==> config.mk <==
export PLATFORM = sky130hd
export DESIGN_NAME = ieee_double_to_1750a_float_convert_top
export DESIGN_NICKNAME = d
export VERILOG_FILES = /design/src/rtl/d2a_pkg.sv /design/src/rtl/d2a_encode.sv /design/src/rtl/d2a_decode.sv /design/src/rtl/ieee_double_to_1750a_float_convert_top.sv
export VERILOG_INCLUDE_DIRS = /design/src /design/src/rtl
export SDC_FILE = /design/constraint.sdc
export NUM_CORES = 1
export LEC_CHECK = 0
export ABC_AREA = 1
export BUFFER_PORTS_ARGS = -buffer_cell sky130_fd_sc_hd__buf_4
export CORE_ASPECT_RATIO = 0.7
export CORE_MARGIN = 2
export CORE_UTILIZATION = 40
export DETAILED_ROUTE_END_ITERATION = 7
export GPL_TIMING_DRIVEN = 0
export PLACE_DENSITY = 0.59
export SLEW_MARGIN = 20
export SYNTH_ARGS = -nofsm -noshare
export SYNTH_HDL_FRONTEND = slang
export SYNTH_SLANG_ARGS = --single-unit
==> constraint.sdc <==
create_clock -name clk -period 28.7 [get_ports clk]
set_clock_uncertainty 0.1 [all_clocks]
set_input_delay 2.87 -clock clk [delete_from_list [all_inputs] [get_ports clk]]
set_output_delay 2.87 -clock clk [all_outputs]
set_load 0.05 [all_outputs]
==> src/rtl/ieee_double_to_1750a_float_convert_top_macros.svh <==
// Assertion macros for the double / 1750A converter.
`ifndef IEEE_DOUBLE_TO_1750A_FLOAT_CONVERT_TOP_MACROS_SVH
`define IEEE_DOUBLE_TO_1750A_FLOAT_CONVERT_TOP_MACROS_SVH
// Implication checked on every rising clock edge outside reset.
`define D2A_ASSERT_IMP(label, clk, rst_n, ante, cons, msg) \
    label: assert property (@(posedge clk) disable iff (!rst_n) (ante) |-> (cons)) \
        else $error(msg);
// Next-cycle implication checked outside reset.
`define D2A_ASSERT_NXT(label, clk, rst_n, ante, cons, msg) \
    label: assert property (@(posedge clk) disable iff (!rst_n) (ante) |=> (cons)) \
        else $error(msg);
`endif

==> src/rtl/d2a_pkg.sv <==
// ----------------------------------------------------------------------------
// d2a_pkg
// Commands, sentinel words and shared helpers for the converter.
// ----------------------------------------------------------------------------
package d2a_pkg;

    typedef enum logic [1:0] {
        CMD_ENC32 = 2'd0,
        CMD_ENC16 = 2'd1,
        CMD_DEC32 = 2'd2,
        CMD_DEC16 = 2'd3
    } cmd_t;

    localparam logic [31:0] ENC32_NAN  = 32'h7F80_0001;
    localparam logic [31:0] ENC32_PINF = 32'h7F80_0000;
    localparam logic [31:0] ENC32_NINF = 32'hFF80_0000;
    localparam logic [15:0] ENC16_NAN  = 16'h7F81;
    localparam logic [15:0] ENC16_PINF = 16'h7F80;
    localparam logic [15:0] ENC16_NINF = 16'hFF80;
    localparam logic [63:0] DBL_QNAN   = 64'h7FF8_0000_0000_0000;
    localparam logic [63:0] DBL_PINF   = 64'h7FF0_0000_0000_0000;
    localparam logic [63:0] DBL_NINF   = 64'hFFF0_0000_0000_0000;

    // Position of the highest set bit (0 for zero)
    function automatic logic [5:0] top_bit53(input logic [52:0] x);
        logic [5:0] p;
        p = '0;
        for (int i = 0; i < 53; i++)
        begin
            if (x[i])
                p = 6'(i);
        end
        return p;
    endfunction

endpackage

==> src/rtl/d2a_encode.sv <==
// ----------------------------------------------------------------------------
// d2a_encode
// Combinational double to 1750A encoder, 32-bit or 16-bit word.
// ----------------------------------------------------------------------------
module d2a_encode
    import d2a_pkg::*;
(
    input  logic        short_word,
    input  logic [63:0] operand,
    output logic [63:0] converted
);

    logic [10:0] be;
    logic [51:0] frac;
    logic        neg;
    logic [52:0] mag;
    logic [5:0]  p;
    logic        c;
    logic signed [13:0] ex;
    logic signed [13:0] e;
    logic signed [7:0]  sh;
    logic [5:0]  k;
    logic [24:0] m;
    logic [24:0] m_adj;
    logic [24:0] sm;
    logic [52:0] shifted;
    logic [4:0]  nb;

    always_comb
    begin
        be   = operand[62:52];
        frac = operand[51:0];
        neg  = operand[63];
        nb   = short_word ? 5'd9 : 5'd23;
        if (be == 11'd0)
        begin
            mag = {1'b0, frac};
            ex  = -14'sd1074;
        end
        else
        begin
            mag = {1'b1, frac};
            ex  = 14'($signed({3'b000, be})) - 14'sd1075;
        end
        p  = top_bit53(mag);
        c  = (mag != (53'd1 << p));
        e  = 14'($signed({8'd0, p})) + ex + 14'($signed({13'd0, c}));
        sh = 8'($signed({3'd0, nb})) - 8'($signed({2'd0, p})) - 8'($signed({7'd0, c}));
        k  = 6'(-sh);
        shifted = '0;
        m = '0;
        // Left shift only when value fits, else rounded right shift
        if (sh >= 0)
            m = 25'(mag << sh[4:0]);
        else
        begin
            shifted = mag >> (k - 6'd1);
            m = 25'(shifted >> 1) + {24'd0, shifted[0]};
        end
        m_adj = m;
        e = e;
        if (!neg && m == (25'd1 << nb))
        begin
            m_adj = m >> 1;
            e = e + 14'sd1;
        end
        sm = neg ? 25'(-m_adj) : m_adj;

        converted = '0;
        if (be == 11'h7FF)
        begin
            if (frac != '0)
                converted = short_word ? {48'd0, ENC16_NAN} : {32'd0, ENC32_NAN};
            else if (neg)
                converted = short_word ? {48'd0, ENC16_NINF} : {32'd0, ENC32_NINF};
            else
                converted = short_word ? {48'd0, ENC16_PINF} : {32'd0, ENC32_PINF};
        end
        else if (be == 11'd0 && frac == '0)
            converted = '0;
        else if (short_word)
            converted = {48'd0, sm[9:0], e[5:0]};
        else
            converted = {32'd0, sm[23:0], e[7:0]};
    end

endmodule

==> src/rtl/d2a_decode.sv <==
// ----------------------------------------------------------------------------
// d2a_decode
// Combinational 1750A to double decoder, 32-bit or 16-bit word.
// ----------------------------------------------------------------------------
module d2a_decode
    import d2a_pkg::*;
(
    input  logic        short_word,
    input  logic [63:0] operand,
    output logic [63:0] converted
);

    logic [31:0] w;
    logic [30:0] low;
    logic        sgn;
    logic signed [23:0] mant;
    logic signed [9:0]  xe;
    logic [23:0] a;
    logic [5:0]  p;
    logic [51:0] fr;
    logic [10:0] bexp;

    always_comb
    begin
        if (short_word)
        begin
            w    = {16'd0, operand[15:0]};
            low  = {16'd0, operand[14:0]};
            sgn  = operand[15];
            mant = 24'($signed(operand[15:6]));
            xe   = 10'($signed(operand[5:0])) - 10'sd9;
        end
        else
        begin
            w    = operand[31:0];
            low  = operand[30:0];
            sgn  = operand[31];
            mant = $signed(operand[31:8]);
            xe   = 10'($signed(operand[7:0])) - 10'sd23;
        end
        a    = mant[23] ? 24'(-mant) : 24'(mant);
        p    = top_bit53({29'd0, a});
        fr   = 52'({28'd0, a} << (6'd52 - p));
        bexp = 11'(11'(p) + 11'($signed(xe)) + 11'd1023);

        // Zero word first, then sentinels; the sentinel match ignores the sign bit
        if (w == '0)
            converted = '0;
        else if (short_word ? (low == 31'(ENC16_NAN)) : (low == 31'(ENC32_NAN)))
            converted = DBL_QNAN;
        else if (short_word ? (low == 31'(ENC16_PINF)) : (low == 31'(ENC32_PINF)))
            converted = sgn ? DBL_NINF : DBL_PINF;
        else if (mant == '0)
            converted = '0;
        else
            converted = {mant[23], bexp, fr};
    end

endmodule

==> src/rtl/ieee_double_to_1750a_float_convert_top.sv <==
// ----------------------------------------------------------------------------
// ieee_double_to_1750a_float_convert_top
// Double / 1750A float converter, one word per cycle while the output is not stalled.
// ----------------------------------------------------------------------------
// channel | signals                            | transfer when
// in      | in_valid in_ready command operand  | in_valid & in_ready
// out     | out_valid out_ready converted      | out_valid & out_ready
//
// Input register, one conversion pass, result register.
// A new word is taken every cycle while the result stage drains or is empty.
// Reset clears both stage valid flags; payload registers are not reset.
// Stalls at the output back up into the input register and then in_ready.
// ----------------------------------------------------------------------------
`include "ieee_double_to_1750a_float_convert_top_macros.svh"

module ieee_double_to_1750a_float_convert_top
    import d2a_pkg::*;
(
    input  logic        clk,
    input  logic        rst_n,
    input  logic        in_valid,
    output logic        in_ready,
    input  logic [1:0]  command,
    input  logic [63:0] operand,
    output logic        out_valid,
    input  logic        out_ready,
    output logic [63:0] converted
);

    logic        s1_vld_reg;
    logic [1:0]  s1_cmd_reg;
    logic [63:0] s1_op_reg;
    logic        s2_vld_reg;
    logic [63:0] s2_res_reg;
    logic [63:0] enc_res;
    logic [63:0] dec_res;
    logic [63:0] s2_res_next;
    logic        s1_adv;

    // Pipeline advance
    assign s1_adv   = s1_vld_reg && (!s2_vld_reg || out_ready);
    assign in_ready = !s1_vld_reg || s1_adv;

    d2a_encode u_enc (
        .short_word (s1_cmd_reg == CMD_ENC16),
        .operand    (s1_op_reg),
        .converted  (enc_res)
    );

    d2a_decode u_dec (
        .short_word (s1_cmd_reg == CMD_DEC16),
        .operand    (s1_op_reg),
        .converted  (dec_res)
    );

    assign s2_res_next = s1_cmd_reg[1] ? dec_res : enc_res;

    // Stage valid flags
    always_ff @(posedge clk or negedge rst_n)
    begin
        if (!rst_n)
        begin
            s1_vld_reg <= 1'b0;
            s2_vld_reg <= 1'b0;
        end
        else
        begin
            if (in_ready)
                s1_vld_reg <= in_valid;
            if (s1_adv)
                s2_vld_reg <= 1'b1;
            else if (out_ready)
                s2_vld_reg <= 1'b0;
        end
    end

    // Payload registers
    always_ff @(posedge clk)
    begin
        if (in_valid && in_ready)
        begin
            s1_cmd_reg <= command;
            s1_op_reg  <= operand;
        end
        if (s1_adv)
            s2_res_reg <= s2_res_next;
    end

    assign out_valid = s2_vld_reg;
    assign converted = s2_res_reg;

    `D2A_ASSERT_NXT(a_s1_to_s2, clk, rst_n, s1_adv, s2_vld_reg, "advance lost item")
    `D2A_ASSERT_IMP(a_ready_full, clk, rst_n, s1_vld_reg && s2_vld_reg && !out_ready, !in_ready, "ready while full")
    `D2A_ASSERT_NXT(a_hold, clk, rst_n, out_valid && !out_ready, $stable(converted), "result changed under stall")

endmodule

==> run_results.csv <==
group,metric,value,unit
run_status,status,"finished, final reports clean",
grt,grt_antenna_before_repair,1,
finish,stdcell_count,3152,
routing,dr.pass1.iters,6,
floorplan,dieWidth,238.9,µm
clock_network,cts_setup_buffers,0,
placement,io_buffers,135,
grt,grt_max_degree,53,
synthesis,synth.most_common_cell,"nand2_1",
routing,wl,65420,µm
synthesis,synth_seq_area_share,0.2558,
clock_network,cts-htree-levels,4,
sta,tightest_slew,1224,ps
synthesis,synth-async-reset-ratio,0.01515,
clock_network,ctsResizeCount,0,
sta,setup_violations,0,
grt,gr-total-overflow,0,
routing,viasPerCell,5.698,
synthesis,yosysTopAreaCell,"edfxtp_1",
flow_run,cap_violations,0,
clock_network,cts_tree,"built",
placement,post-place-ws,16380,ps
routing,via_count,17960,
sta,rsz0062_at_grt,"no",
worst_setup_path,arrival,12990,ps
clock_network,clockRootBuffer,"clkbuf_16",
synthesis,synthTopCellsByArea,"edfxtp_1 25%, nand2_1 18%, o21ai_0 9.5%",
routing,wl_per_cell,20.75,µm
synthesis,yosysUniqueCellTypes,67,
routing,drt_iter0_drc,2021,
finish,areaGrowthSynthToFinish,15.95,%
synthesis,synth_nets,2590,
synthesis,synth-edff-count,130,
worst_setup_path,crit_buf_inv,11,
grt,grt_usage,0.3215,
floorplan,num_rows,60,
sta,hold_violations,0,
clock_network,cts.sinks,132,
sta,max_freq,77.51,MHz
sta,setup_tns,0,ps
placement,dpl.hpwl,54330,µm
worst_setup_path,critical_path_required,28790,ps
synthesis,ys_warn_count,0,
worst_setup_path,path_class,"flop to flop",
synthesis,syn_area,15450,µm²
floorplan,core-area,38290,µm²
power_and_ir_drop,powerDensity,62.18,nW/µm²
placement,placedCellCount,3119,
finish,fin_nets,2748,
worst_setup_path,start_kind,"flop",
clock_network,clk_path_buf_depth,2,
sta,max_slew_margin,0.1751,
floorplan,fp.dieH,168.5,µm
worst_setup_path,ff2ff_setup_slack,15800,ps
synthesis,postSynthCellCount,2484,
synthesis,synthFlopType,"edfxtp_1",
finish,drive_gt1_frac,0.1070,
routing,drcViolationCount,0,
floorplan,start_util,0.4037,
synthesis,avgSynthCellArea,6.222,µm²
sta,drv_slew,0,
clock_network,clock_latency,450,ps
finish,finish.utilization,0.4680,
synthesis,synthTopCellsByCount,"730 x nand2_1, 293 x inv_1, 292 x o21ai_0, 265 x nor2_1, 130 x edfxtp_1",
clock_network,cts_buffers,17,
clock_network,path_clk_slew,70,ps
worst_setup_path,cp_slowest_cell,"buf_1",
floorplan,ios,136,
worst_setup_path,cpMostUsedCell,"nand2_1",
worst_setup_path,end_kind,"flop",
synthesis,yosysTopAreaCellShare,0.2526,
worst_setup_path,worstPathMaxFanout,10,
grt,grt_first_pass_wirelength,97880,µm
clock_network,cts_hold_buffers,0,
power_and_ir_drop,power_leakage,8.440,nW
worst_setup_path,critPathTopFamily,"simple AND/OR/NAND/NOR gates",
power_and_ir_drop,ir_worst_vdd,0.00004632,V
floorplan,design.die.area,40250,µm²
worst_hold_path,hold_path.class,"flop to flop",
synthesis,ys_ff_latch,132,
placement,gp_congestion,0.9971,
sta,fin_crit,12900,ps
routing,antenna_left,0,
grt,grt_pass1_vias,16097,
sta,fin_crit_sh,0.4495,
sta,fin_ws,15800,ps
worst_setup_path,cpPeakStageDelay,480,ps
finish,nFillCells,4062,
layer usage:
metal | routed length, µm | track usage | part of all wire
met1 | 31800 | 0.5090 | 0.49
met2 | 25770 | 0.4444 | 0.39
met3 | 6872 | 0.06311 | 0.11
met4 | 977 | 0.05978 | 0.015
met5 | 0 | 0 | 0
worst reg2reg max path, delay by kind of cell (launching register included):
family	cells	cell delay [ps]
XOR/XNOR	1	180
flip-flops	1	320
AO/OA/AOI/OAI	5	930
buffers and inverters	11	2920
AND/OR/NAND/NOR	75	7210
adder cells (fa/ha/maj)	4	970
cells by family (layout without fill, tap and decap cells):
group,count (synthesis),count (layout),synth area share
flops,132,132,0.2558
other cells,0,1,0
simple gates,1274,1274,0.3494
mux,70,70,0.04534
fa+ha+maj,36,36,0.03060
xor+xnor,60,60,0.03546
buf+inv,419,590,0.1058
compound gates,493,493,0.1775
worst paths after layout:
kind                       cells after the start          from           end
hold reg to reg                                2    s1_vld_reg     out_valid
hold / removal                                 2    s1_vld_reg     out_valid
setup reg to reg                              96  s1_op_reg[3]  converted[6]
max in group asynchronous                      1         rst_n    s1_vld_reg
min in group asynchronous                      1         rst_n     out_valid
setup / recovery                              96  s1_op_reg[3]  converted[6]
metrics by stage:
| step | instance area, µm² | hold slack (ps) | total power (W) |
|---|---|---|---|
| 2_1_floorplan | 15450 | 347.1 | 0.0006494 |
| 3_3_place_gp | 17090 | 354.3 | 0.0008289 |
| 3_5_place_dp | 17220 | 408.0 | 0.0008315 |
| 4_1_cts | 17920 | 422.4 | 0.001102 |
| 5_1_grt | 17920 | 459.6 | 0.001179 |
| 6_report | 17920 | 430.3 | 0.001114 |
layout make-up:
cell class | instances | area, µm² | share of cell area
inverter | 323 | 1217 | 0.06794
buffer | 96 | 420.4 | 0.02346
sequential | 132 | 3954 | 0.2206
clock buffer | 18 | 429.2 | 0.02395
antenna | 1 | 2.502 | 0.0001396
multi-input combinational | 1933 | 9882 | 0.5515
timing repair buffer | 139 | 1124 | 0.06270
tap | 496 | 620.6 | 0.03463
clock inverter | 14 | 270.3 | 0.01508
power by group:
group	total (W)	internal [W]	switching (W)	leakage [nW]
registers	0.000267	0.000247	0.0000196	1.29
clock network	0.000269	0.000173	0.0000960	0.336
logic	0.000579	0.000166	0.000413	6.82
total	0.00111	0.000586	0.000528	8.44
cell usage in the layout (no fill, tap or decap), types with 52 or more instances in the layout:
cell type | Yosys | routed
mux2i_1 | 70 | 70
buf_4 | 3 | 138
o21ai_0 | 292 | 292
clkbuf_1 | 51 | 52
inv_1 | 293 | 292
a21oi_1 | 72 | 71
edfxtp_1 | 130 | 130
nand2_1 | 730 | 730
nor2_1 | 265 | 265
nand3_1 | 110 | 110
No activity file was read; power rests on OpenSTA's default activity.
